**src/rtl/wslim_pkg.sv**
```systemverilog
`default_nettype none
// ----------------------------------------------------------------------------
// wslim_pkg
// Shared types and constants of the dual-wheel slip current limiter: the
// configuration register indexes and the controller-to-datapath command.
// ----------------------------------------------------------------------------
package wslim_pkg;

  localparam int CFG_ADDR_BITS = 3;

  localparam logic [CFG_ADDR_BITS-1:0] REG_SLIP_LIMIT       = 3'd0;
  localparam logic [CFG_ADDR_BITS-1:0] REG_RECOVER_STEP     = 3'd1;
  localparam logic [CFG_ADDR_BITS-1:0] REG_REDUCE_STEP      = 3'd2;
  localparam logic [CFG_ADDR_BITS-1:0] REG_SCALE_FLOOR      = 3'd3;
  localparam logic [CFG_ADDR_BITS-1:0] REG_ACTIVE_THRESHOLD = 3'd4;

  // One strobe per datapath step.
  typedef struct packed {
    logic load;    // capture input beat, slip product and activity flag
    logic scale;   // update both scale factors
    logic apply;   // multiply targets by the new scales
    logic finish;  // truncate and load the output register
  } wslim_cmd_t;

endpackage : wslim_pkg
`default_nettype wire

```
**src/rtl/wslim_ctrl.sv**
```systemverilog
`default_nettype none
// ----------------------------------------------------------------------------
// wslim_ctrl
// Sequencer of the limiter: steps one tick through load, scale, apply and
// output, and owns the output valid flag.
// ----------------------------------------------------------------------------
module wslim_ctrl
  import wslim_pkg::*;
(
  input  wire logic       clk,
  input  wire logic       rst,
  input  wire logic       s_tvalid,
  output      logic       s_tready,
  output      logic       m_tvalid,
  input  wire logic       m_tready,
  output      wslim_cmd_t cmd
);

  typedef enum logic [1:0] {
    ST_IDLE,
    ST_SCALE,
    ST_APPLY,
    ST_OUT
  } state_t;

  state_t state;

  assign s_tready = (state == ST_IDLE);

  always_comb begin
    cmd        = '0;
    cmd.load   = (state == ST_IDLE) && s_tvalid;
    cmd.scale  = (state == ST_SCALE);
    cmd.apply  = (state == ST_APPLY);
    cmd.finish = (state == ST_OUT) && (!m_tvalid || m_tready);
  end

  always_ff @(posedge clk) begin
    if (rst) begin
      state    <= ST_IDLE;
      m_tvalid <= 1'b0;
    end else begin
      case (state)
        ST_IDLE: begin
          if (s_tvalid) state <= ST_SCALE;
        end
        ST_SCALE: state <= ST_APPLY;
        ST_APPLY: state <= ST_OUT;
        ST_OUT: begin
          // hold until the output register is free
          if (!m_tvalid || m_tready) state <= ST_IDLE;
        end
        default: state <= ST_IDLE;
      endcase

      if (cmd.finish) begin
        m_tvalid <= 1'b1;
      end else if (m_tready) begin
        m_tvalid <= 1'b0;
      end
    end
  end

endmodule : wslim_ctrl
`default_nettype wire

```
**src/rtl/wslim_dp.sv**
```systemverilog
`default_nettype none
// ----------------------------------------------------------------------------
// wslim_dp
// Datapath of the limiter: configuration registers, one lane per wheel with
// slip test, scale update, target scaling and the output register.
// ----------------------------------------------------------------------------
module wslim_dp
  import wslim_pkg::*;
#(
  parameter int CB     = 16,
  parameter int SF     = 10,
  parameter int IN_W   = 64,
  parameter int OUT_W  = 56,
  parameter int CFG_DW = 16
) (
  input  wire logic                     clk,
  input  wire logic                     rst,
  input  wire wslim_cmd_t               cmd,
  input  wire logic [IN_W-1:0]          s_tdata,
  output      logic [OUT_W-1:0]         m_tdata,
  input  wire logic                     cfg_we,
  input  wire logic [CFG_ADDR_BITS-1:0] cfg_addr,
  input  wire logic [CFG_DW-1:0]        cfg_data
);

  localparam int SB      = SF + 1;          // scale width
  localparam int PW      = SB + CB + 1;     // slip compare width
  localparam int SW      = SB + 2;          // signed scale step width
  localparam int PRW     = CB + SB + 1;     // target * scale width
  localparam int OUT_RAW = 2 * CB + 2 * SB;

  localparam logic [SB-1:0]         UNITY = {1'b1, {SF{1'b0}}};
  localparam logic signed [PRW-1:0] BIAS  = {{(PRW - SF){1'b0}}, {SF{1'b1}}};

  localparam int          SLIP_RST    = (358 << SF) >> 10;
  localparam int          RECOVER_RST = (20 << SF) >> 10;
  localparam int          REDUCE_RST  = (82 << SF) >> 10;
  localparam int          MIN_RST     = (410 << SF) >> 10;
  localparam logic [31:0] THR_RST     = 32'd1280;

  logic [SB-1:0] slip_limit;
  logic [SB-1:0] recover_step;
  logic [SB-1:0] reduce_step;
  logic [SB-1:0] scale_floor;
  logic [CB-1:0] active_threshold;

  always_ff @(posedge clk) begin
    if (rst) begin
      slip_limit       <= SB'(SLIP_RST);
      recover_step     <= SB'(RECOVER_RST);
      reduce_step      <= SB'(REDUCE_RST);
      scale_floor      <= SB'(MIN_RST);
      active_threshold <= THR_RST[CB-1:0];
    end else if (cfg_we) begin
      case (cfg_addr)
        REG_SLIP_LIMIT:       slip_limit       <= cfg_data[SB-1:0];
        REG_RECOVER_STEP:     recover_step     <= cfg_data[SB-1:0];
        REG_REDUCE_STEP:      reduce_step      <= cfg_data[SB-1:0];
        REG_SCALE_FLOOR:      scale_floor      <= cfg_data[SB-1:0];
        REG_ACTIVE_THRESHOLD: active_threshold <= cfg_data[CB-1:0];
        default: ;
      endcase
    end
  end

  // Lower clamp bound, saturated at unity.
  logic [SB-1:0] lo_bound;
  assign lo_bound = (scale_floor > UNITY) ? UNITY : scale_floor;

  logic [SB-1:0] scale  [2];
  logic [CB-1:0] scaled [2];
  logic [SB-1:0] factor [2];
  logic          active [2];

  for (genvar w = 0; w < 2; w++) begin : g_lane
    logic signed [CB-1:0]    tgt_in;
    logic [CB-1:0]           mag;
    logic signed [CB-1:0]    tgt;
    logic signed [CB-1:0]    meas;
    logic [SB+CB-1:0]        sprod;
    logic signed [PW-1:0]    lhs;
    logic signed [PW-1:0]    rhs;
    logic                    slipping;
    logic signed [SW-1:0]    stepped;
    logic [SB-1:0]           scale_next;
    logic signed [PRW-1:0]   prod;
    logic signed [PRW-1:0]   biased;
    logic signed [PRW-1:0]   shifted;

    assign tgt_in = s_tdata[w*CB +: CB];
    // magnitude of the most negative value still fits as unsigned
    assign mag    = tgt_in[CB-1] ? (~tgt_in + CB'(1)) : tgt_in;

    always_ff @(posedge clk) begin
      if (cmd.load) begin
        tgt         <= tgt_in;
        meas        <= s_tdata[(2 + w)*CB +: CB];
        active[w]   <= (mag > active_threshold);
        sprod       <= (SB+CB)'(slip_limit) * (SB+CB)'(mag);
      end
    end

    // measured * UNITY < slip * |target|, signed on both sides
    assign lhs      = {{(PW - CB){meas[CB-1]}}, meas} <<< SF;
    assign rhs      = {1'b0, sprod};
    assign slipping = (lhs < rhs);

    always_comb begin
      if (slipping) begin
        stepped = $signed({2'b00, scale[w]}) - $signed({2'b00, reduce_step});
      end else begin
        stepped = $signed({2'b00, scale[w]}) + $signed({2'b00, recover_step});
      end
      if (!active[w]) begin
        scale_next = UNITY;
      end else if (stepped < $signed({2'b00, lo_bound})) begin
        scale_next = lo_bound;
      end else if (stepped > $signed({2'b00, UNITY})) begin
        scale_next = UNITY;
      end else begin
        scale_next = stepped[SB-1:0];
      end
    end

    always_ff @(posedge clk) begin
      if (rst) begin
        scale[w] <= UNITY;
      end else if (cmd.scale) begin
        scale[w] <= scale_next;
      end
    end

    always_ff @(posedge clk) begin
      if (cmd.apply) begin
        prod <= PRW'(tgt) * PRW'($signed({1'b0, scale[w]}));
      end
    end

    // truncate toward zero: bias negative products before the shift
    assign biased  = prod[PRW-1] ? (prod + BIAS) : prod;
    assign shifted = biased >>> SF;

    always_ff @(posedge clk) begin
      if (cmd.finish) begin
        scaled[w] <= shifted[CB-1:0];
        factor[w] <= scale[w];
      end
    end
  end

  always_comb begin
    m_tdata = '0;
    m_tdata[OUT_RAW-1:0] = {factor[1], factor[0], scaled[1], scaled[0]};
  end

  a_scale_left_max : assert property (@(posedge clk) disable iff (rst)
    scale[0] <= UNITY)
    else $error("left scale above unity");

  a_scale_right_max : assert property (@(posedge clk) disable iff (rst)
    scale[1] <= UNITY)
    else $error("right scale above unity");

  a_idle_left_unity : assert property (@(posedge clk) disable iff (rst)
    cmd.scale && !active[0] |=> scale[0] == UNITY)
    else $error("inactive left wheel did not return to unity");

  a_cmd_exclusive : assert property (@(posedge clk) disable iff (rst)
    $onehot0({cmd.load, cmd.scale, cmd.apply, cmd.finish}))
    else $error("overlapping datapath commands");

endmodule : wslim_dp
`default_nettype wire

```
**src/rtl/dual_wheel_slip_current_limiter_core.sv**
```systemverilog
`default_nettype none
// ----------------------------------------------------------------------------
// dual_wheel_slip_current_limiter_core
// Per-wheel slip limiter: scales left and right target currents by a factor
// that drops under slip and recovers otherwise.
// ----------------------------------------------------------------------------
// Usage:
//   s_* stream: one beat per control tick, tdata holds target_left,
//   target_right, measured_left, measured_right (CURRENT_BITS each, signed).
//   m_* stream: one beat per tick with scaled_left, scaled_right and the
//   updated factor_left, factor_right.
//   cfg_*: registers written when cfg_we is high; indexes are
//   0 slip limit, 1 recover_step, 2 reduce_step, 3 scale floor,
//   4 active_threshold. Unknown indexes are ignored.
// Sequencing:
//   A beat accepted in ST_IDLE passes through the load, scale update,
//   multiply and output steps, one tick at a time, each registered, before
//   it appears on m_tdata; a new beat is taken only after the last one is out.
//   While the output register holds an untaken beat, the finished tick waits
//   and s_tready stays low.
// Reset:
//   rst returns both scales to unity, registers to their default values, and
//   empties the output register.
// ----------------------------------------------------------------------------
module dual_wheel_slip_current_limiter_core
  import wslim_pkg::*;
#(
  parameter int CURRENT_BITS    = 16,
  parameter int SCALE_FRAC_BITS = 10
) (
  input  wire logic                                    clk,
  input  wire logic                                    rst,
  // target_left, target_right, measured_left, measured_right (low bit up)
  input  wire logic [((4*CURRENT_BITS+7)/8)*8-1:0]     s_tdata,
  input  wire logic                                    s_tvalid,
  output      logic                                    s_tready,
  // scaled_left, scaled_right, factor_left, factor_right (low bit up)
  output      logic [((2*CURRENT_BITS+2*SCALE_FRAC_BITS+2+7)/8)*8-1:0] m_tdata,
  output      logic                                    m_tvalid,
  input  wire logic                                    m_tready,
  input  wire logic                                    cfg_we,
  input  wire logic [CFG_ADDR_BITS-1:0]                cfg_addr,
  input  wire logic [((CURRENT_BITS > SCALE_FRAC_BITS + 1) ?
                      CURRENT_BITS : SCALE_FRAC_BITS + 1)-1:0] cfg_data
);

  localparam int IN_W   = ((4*CURRENT_BITS+7)/8)*8;
  localparam int OUT_W  = ((2*CURRENT_BITS+2*SCALE_FRAC_BITS+2+7)/8)*8;
  localparam int CFG_DW = (CURRENT_BITS > SCALE_FRAC_BITS + 1) ?
                          CURRENT_BITS : SCALE_FRAC_BITS + 1;

  wslim_cmd_t cmd;

  wslim_ctrl u_ctrl (
    .clk      (clk),
    .rst      (rst),
    .s_tvalid (s_tvalid),
    .s_tready (s_tready),
    .m_tvalid (m_tvalid),
    .m_tready (m_tready),
    .cmd      (cmd)
  );

  wslim_dp #(
    .CB     (CURRENT_BITS),
    .SF     (SCALE_FRAC_BITS),
    .IN_W   (IN_W),
    .OUT_W  (OUT_W),
    .CFG_DW (CFG_DW)
  ) u_dp (
    .clk      (clk),
    .rst      (rst),
    .cmd      (cmd),
    .s_tdata  (s_tdata),
    .m_tdata  (m_tdata),
    .cfg_we   (cfg_we),
    .cfg_addr (cfg_addr),
    .cfg_data (cfg_data)
  );

endmodule : dual_wheel_slip_current_limiter_core
`default_nettype wire
```
**config.mk**
```make
export PLATFORM = sky130hd
export DESIGN_NAME = dual_wheel_slip_current_limiter_core
export DESIGN_NICKNAME = d
export VERILOG_FILES = /design/src/rtl/wslim_pkg.sv /design/src/rtl/wslim_ctrl.sv /design/src/rtl/wslim_dp.sv /design/src/rtl/dual_wheel_slip_current_limiter_core.sv
export SDC_FILE = /design/constraint.sdc
export NUM_CORES = 2
export LEC_CHECK = 0
export BUFFER_PORTS_ARGS = -buffer_cell sky130_fd_sc_hd__buf_4
export CAP_MARGIN = 20
export CORE_MARGIN = 2
export CORE_UTILIZATION = 59
export DETAILED_ROUTE_END_ITERATION = 10
export PLACE_DENSITY = 0.85
export SLEW_MARGIN = 20
export SYNTH_ARGS = -nofsm -noshare
export SYNTH_HDL_FRONTEND = slang
export SYNTH_SLANG_ARGS = --single-unit
export TNS_END_PERCENT = 1
```
**constraint.sdc**
```tcl
create_clock -name clk -period 9.4 [get_ports clk]
set_input_delay 1.41 -clock clk [delete_from_list [all_inputs] [get_ports clk]]
set_output_delay 1.41 -clock clk [all_outputs]
set_load 0.03 [all_outputs]
```
# [Yosys cells after proc, flatten, opt, wreduce, memory -nomap -nowiden]
# Memory sizes are Yosys's and may differ from the RTL's.
# Index checks and enable logic that the tools add are counted.
[word_totals] register_bits=237 ramBits=78 inputBits=88 output_inout_bits=58 elab_cells=95 n_memories=4
[op_classes] add_sub_neg=8 multipliers=4 order_cmp=9 n_eq_ne=9 n_mux=29 bitwise_logic=4 n_reduce_logical=13
[memory_table] name="u_dp.scaled" depth=2 width=16 read_ports=2 rd_ports_with_merged_regs=0 wr=2 line_no="wslim_dp.sv:71" source="logic [CB-1:0] scaled [2];"
[memory_table] name="u_dp.factor" depth=2 width=11 read_ports=2 rd_ports_with_merged_regs=0 wr=2 line_no="wslim_dp.sv:72" source="logic [SB-1:0] factor [2];"
[memory_table] name="u_dp.scale" depth=2 width=11 read_ports=2 rd_ports_with_merged_regs=0 wr=2 line_no="wslim_dp.sv:70" source="logic [SB-1:0] scale [2];"
[memory_table] name="u_dp.active" depth=2 width=1 read_ports=2 rd_ports_with_merged_regs=0 wr=2 line_no="wslim_dp.sv:73" source="logic active [2];"
[ops] cell="11-bit two-way mux" count=9
[ops] cell="26-bit by 28-bit less-than comparator with 1-bit output" count=2
[ops] cell="16-bit by 12-bit multiplier with 28-bit output" count=2
[ops] cell="11-bit by 16-bit multiplier with 27-bit output" count=2
[ops] cell="26-bit by 11-bit adder with 26-bit output, second input constant" count=2
[ops] cell="26-bit two-way mux" count=2
[ops] cell="16-bit by 2-bit adder with 16-bit output, second input constant" count=2
[ops] cell="16-bit > comparator" count=2
[ops] cell="16-bit two-way mux" count=2
[ops] cell="16-bit inverter" count=2
[ops] cell="13-bit by 12-bit > comparator with 1-bit output, second input constant" count=2
[ops] cell="13-bit by 12-bit less-than comparator with 1-bit output" count=2
[ops] cell="13-bit two-way mux" count=2
[ops] cell="11-bit by 11-bit adder with 12-bit output" count=2
[ops] cell="11-bit by 11-bit subtractor with 12-bit output" count=2
[ops] cell="2-bit AND reduction" count=6
[ops] cell="11-bit > comparator, second input constant" count=1
[ops] cell="1-bit two-way mux" count=11
[ops] cell="2-bit case mux with 4 select lines" count=1
[ops] cell="3-bit by 2-bit equality test with 1-bit output, second input constant" count=2
[ops] cell="2-bit equality test, second input constant" count=2
[ops] cell="2-bit two-way mux" count=2
[ops] cell="2-bit inequality test, second input constant" count=2
[ops] cell="3-bit by 1-bit equality test with 1-bit output, second input constant" count=1
[ops] cell="9 further kinds" count=11

# [Depth between registers and ports, before layout]
# An unclocked memory read counts as a cell.
[depth] ltp_word=8 mapped_depth=29 depth_no_buf=27

# [Cells and area by module]
# Synthesis repeated with hierarchy kept, for this count alone.
[hier_totals] hier_cells=4157 area_unflattened_um2=39890.8
[modules_own_cells] mod="wslim_dp" instances=1 cells_each=4135 area_per_inst_um2=39684.3 seq_area_each_um2=8708.4
[modules_own_cells] mod="wslim_ctrl" instances=1 cells_each=22 area_per_inst_um2=206.4 seq_area_each_um2=60.1

# [Worst setup path before layout]
# OpenSTA, ideal clock, no wires.
[synth_path] path_type="input port to flip-flop" start="input port s_tdata[16]" end="register u_dp.g_lane[1].sprod[26] (data pin)" setup_time_ns=0.264 arrival_ns=7.438 required_time_ns=9.136 setup_slack_ns=1.698 stages=28 path_buffers=2 cell_sequence="clkbuf_1 > inv_1 > ha_1 > nand2_1 > or3_1 > o31ai_1 > nand2_1 > xor2_1 > clkbuf_1 > nand2_1 > fa_1 > inv_1 > fa_1 > inv_1 > fa_1 > fa_1 > fa_1 > inv_1 > ha_1 > a21o_1 > a21o_1 > a21oi_1 > o21ai_0 > nand3_1 > o311ai_1 > o21a_1 > a211oi_1 > xnor2_1"
[synth_via] elab_chain_cells=4
[synth_rtl] item="start: declaration" line_no="dual_wheel_slip_current_limiter_core.sv:34" source="input wire logic [((4*CURRENT_BITS+7)/8)*8-1:0] s_tdata,"
[synth_rtl] item="16-bit inverter" line_no="wslim_dp.sv:92" source="assign mag = tgt_in[CB-1] ? (~tgt_in + CB'(1)) : tgt_in;"
[synth_rtl] item="16-bit by 2-bit adder with 16-bit output" line_no="wslim_dp.sv:92"
[synth_rtl] item="16-bit two-way mux *" line_no="wslim_dp.sv:92"
[synth_rtl] item="11-bit by 16-bit multiplier with 27-bit output *" line_no="wslim_dp.sv:99" source="sprod <= (SB+CB)'(slip_limit) * (SB+CB)'(mag);"
[synth_rtl] item="end signal: assignment" line_no="wslim_dp.sv:99"
[synth_rtl] item="end: declaration" line_no="wslim_dp.sv:80" source="logic [SB+CB-1:0] sprod;"
# Every way passes the cells marked *; elsewhere a longest branch is shown, timed or not.
# A chain may end at the register's enable or synchronous reset.

# [Final worst setup path]
[layout_path] start="input port s_tdata[0]" end="register u_dp.g_lane[0].sprod[24] (data pin)"
[layout_via] elab_chain_cells=4
[layout_rtl] item="16-bit inverter" line_no="wslim_dp.sv:92"
[layout_rtl] item="16-bit by 2-bit adder with 16-bit output" line_no="wslim_dp.sv:92"
[layout_rtl] item="16-bit two-way mux *" line_no="wslim_dp.sv:92"
[layout_rtl] item="11-bit by 16-bit multiplier with 27-bit output *" line_no="wslim_dp.sv:99"
[layout_rtl] item="end signal: assignment" line_no="wslim_dp.sv:99"
[layout_rtl] item="end: declaration" line_no="wslim_dp.sv:80"
# Marks and branches as above.

==> flow_summary.json <==
{
  "outcome": "complete, no violations",
  "critPathMaxFanout": 14,
  "drtAntennaViolNets": 0,
  "initialDrtViolationCount": 2087,
  "synth_ff_type": "edfxtp_1",
  "slowest_delay_ps": 860,
  "worst_skew_pair.late_latency_ps": 580,
  "rsz0062_at_grt": "no",
  "numCtsBuffers": 39,
  "grt_first_pass_wirelength_mm": 153,
  "hold_viol_final": 0,
  "synth_cell_types": 77,
  "setup_tns_ps": 0,
  "synth_edf_count": 250,
  "grt_antenna_before_repair": 6,
  "syn-mean-instance-area_um2": 9.60,
  "cp_common_cell": "fa_1",
  "syn_inst": 4165,
  "startpoint": "s_tdata[0]",
  "final_max_slew_viol_count": 0,
  "io_pins": 146,
  "drv_cap": 0,
  "core_um2": 67200,
  "cts_buffer_depth": 3,
  "hold_path_class": "reg -> reg",
  "holdPathStages": 2,
  "yosysTopAreaCell": "fa_1",
  "place.gp.congestion": 0.910,
  "dieArea_um2": 69800,
  "initial_utilization_pct": 59.5,
  "cts_setup_buffers": 0,
  "nets": 5286,
  "clockRootBuffer": "clkbuf_16",
  "r2r_start": "u_dp.scale[1][3]",
  "postSynth.asyncResetShare_pct": 0,
  "syn_to_final_growth_pct": 7.96,
  "cts_hold_buf": 0,
  "num_rows": 95,
  "overflow": 0,
  "slew_headroom_pct": 25.7,
  "synth.top_cell.area_share_pct": 28.8,
  "synth_area_leaders": "fa_1, edfxtp_1, ha_1",
  "vias": 29100,
  "holdCritStartpoint": "u_dp.reduce_step[5]",
  "avgViaCountPerCell": 5.66,
  "avgRoutedWirePerCell_um": 17.8,
  "cts_tree": "built",
  "synth_area_um2": 40000,
  "worst_pin_slew_ps": 1110,
  "clk_pin_slew_ps": 60,
  "cp.arrival_ps": 8300,
  "grt_max_degree": 68,
  "drc_errors": 0,
  "clock_sinks": 313,
  "seq_area_frac_synth_pct": 21.9,
  "slowest_stage": "xnor2_1",
  "cpLargestDelayFamily": "adder cells",
  "track_usage_pct": 27.1,
  "critPathCaptureType": "flop",
  "grt_pass1_vias": 30900,
  "finalCriticalPeriod_ps": 7990,
  "clock.fmax_ghz": 0.125,
  "rr_worst_depth": 19,
  "ys_warn_count": 0,
  "die_w_um": 264,
  "drive_gt1_share_pct": 6.97,
  "wl_mm": 91.7,
  "cts_resized": 0,
  "path_class": "in -> reg",
  "skew_ps": 22.5,
  "drtPass1Iterations": 5,
  "setup_viol": 0,
  "period_share_pct": 85.0,
  "critPathRequiredTime_ps": 9710,
  "die_y_um": 264,
  "worst-path-buf-inv": 5,
  "critPathLaunchType": "input pin",
  "ys_ff_latch": 313,
  "port_buffers": 143,
  "cts_max_level": 2,
  "post-dp-hpwl_mm": 71.6,
  "crit_cells": 25
}
cell families after synthesis:
group | share of synthesized area (%)
simple gates | 16.1
mux | 0.764
buf+inv | 8.92
xor+xnor | 3.77
other cells | 0.00938
fa+ha+maj | 41.0
compound gates | 7.54
flops | 21.9
area by class of cell:
class | count | area, um^2
clock inverter | 29 | 238
multi-input combinational | 2907 | 27700
fill | 5179 | 24000
clock buffer | 41 | 1030
antenna | 4 | 10.0
tap | 873 | 1090
sequential | 313 | 8770
inverter | 790 | 2970
timing repair buffer | 183 | 1370
flip-flops by register name, indices dropped and copies added (netlist names), 2 cells and up:
name,cells
u_dp.factor,22
u_dp.g_lane.meas,32
u_dp.active,2
u_dp.active_threshold,16
u_dp.g_lane.prod,54
u_dp.scaled,32
u_dp.scale,22
u_dp.slip_limit,11
u_dp.g_lane.tgt,32
u_dp.reduce_step,11
u_dp.recover_step,11
u_dp.scale_floor,11
u_dp.g_lane.sprod,54
u_ctrl.state,2
tightest hold or removal path, delay by kind of cell (launching register included):
| family | cells | cell delay (ps) |
|---|---|---|
| AND/OR/NAND/NOR | 1 | 50 |
| flip-flops | 1 | 300 |
| AO/OA/AOI/OAI | 1 | 50 |
final timing paths:
check                                  end  slack [ps]
hold reg to reg        u_dp.reduce_step[5]         450
setup reg to reg   u_dp.g_lane[1].prod[27]        2970
setup / recovery  u_dp.g_lane[0].sprod[24]        1410
hold / removal         u_dp.reduce_step[5]         450
layer usage:
| metal | track usage (%) | vias to the layer above | share of wire [%] |
|---|---|---|---|
| li1 | - | 13400 | - |
| met1 | 34.6 | 14500 | 40 |
| met2 | 46.0 | 978 | 49 |
| met3 | 4.44 | 261 | 6.5 |
| met4 | 11.5 | 4 | 4.5 |
| met5 | 0 | - | 0.024 |
per-stage QoR:
stage	cells	setup WS [ps]	utilization [%]	hold slack, ps	cell area, um^2
floorplan	4166	1700	-	436	40000
global placement	5066	1080	62.4	441	41900
detailed placement	5066	904	62.4	446	41900
CTS	5136	1500	64.2	453	43100
global route	5140	962	64.3	471	43200
finish	5140	1410	64.3	455	43200
layout by cell type (no fill, tap or decap), types with 18 or more instances in the layout:
| master | synthesis | routed |
|---|---|---|
| a31oi_1 | 19 | 18 |
| fa_1 | 576 | 576 |
| or3_1 | 23 | 23 |
| nand3_1 | 35 | 35 |
| nand2_1 | 559 | 559 |
| nor2b_1 | 28 | 27 |
| edfxtp_1 | 250 | 250 |
| mux2i_1 | 20 | 20 |
| ha_1 | 388 | 387 |
| nand3b_1 | 21 | 21 |
| inv_1 | 790 | 790 |
| o21ai_0 | 62 | 62 |
| dfxtp_1 | 63 | 62 |
| nor3_1 | 32 | 32 |
| clkbuf_16 | 0 | 41 |
| a21o_1 | 49 | 49 |
| and2_1 | 367 | 366 |
| buf_4 | 3 | 183 |
| nand4_1 | 28 | 28 |
| xnor2_1 | 139 | 138 |
| a21oi_1 | 129 | 129 |
| nor4_1 | 19 | 19 |
| nor2_1 | 111 | 111 |
| o21a_1 | 36 | 36 |
| a211oi_1 | 20 | 20 |
| xor2_1 | 33 | 33 |
Yosys cell counts, types with 21 or more instances:
library cell / number
a21o_1: 49
a21oi_1: 129
and2_1: 367
clkbuf_1: 149
dfxtp_1: 63
edfxtp_1: 250
fa_1: 576
ha_1: 388
inv_1: 790
nand2_1: 559
nand3_1: 35
nand3b_1: 21
nand4_1: 28
nor2_1: 111
nor2b_1: 28
nor3_1: 32
o21a_1: 36
o21ai_0: 62
or3_1: 23
xnor2_1: 139
xor2_1: 33
Power is not shown: default switching activity piles up to over one toggle a cycle in this logic, so the estimate is an artifact.
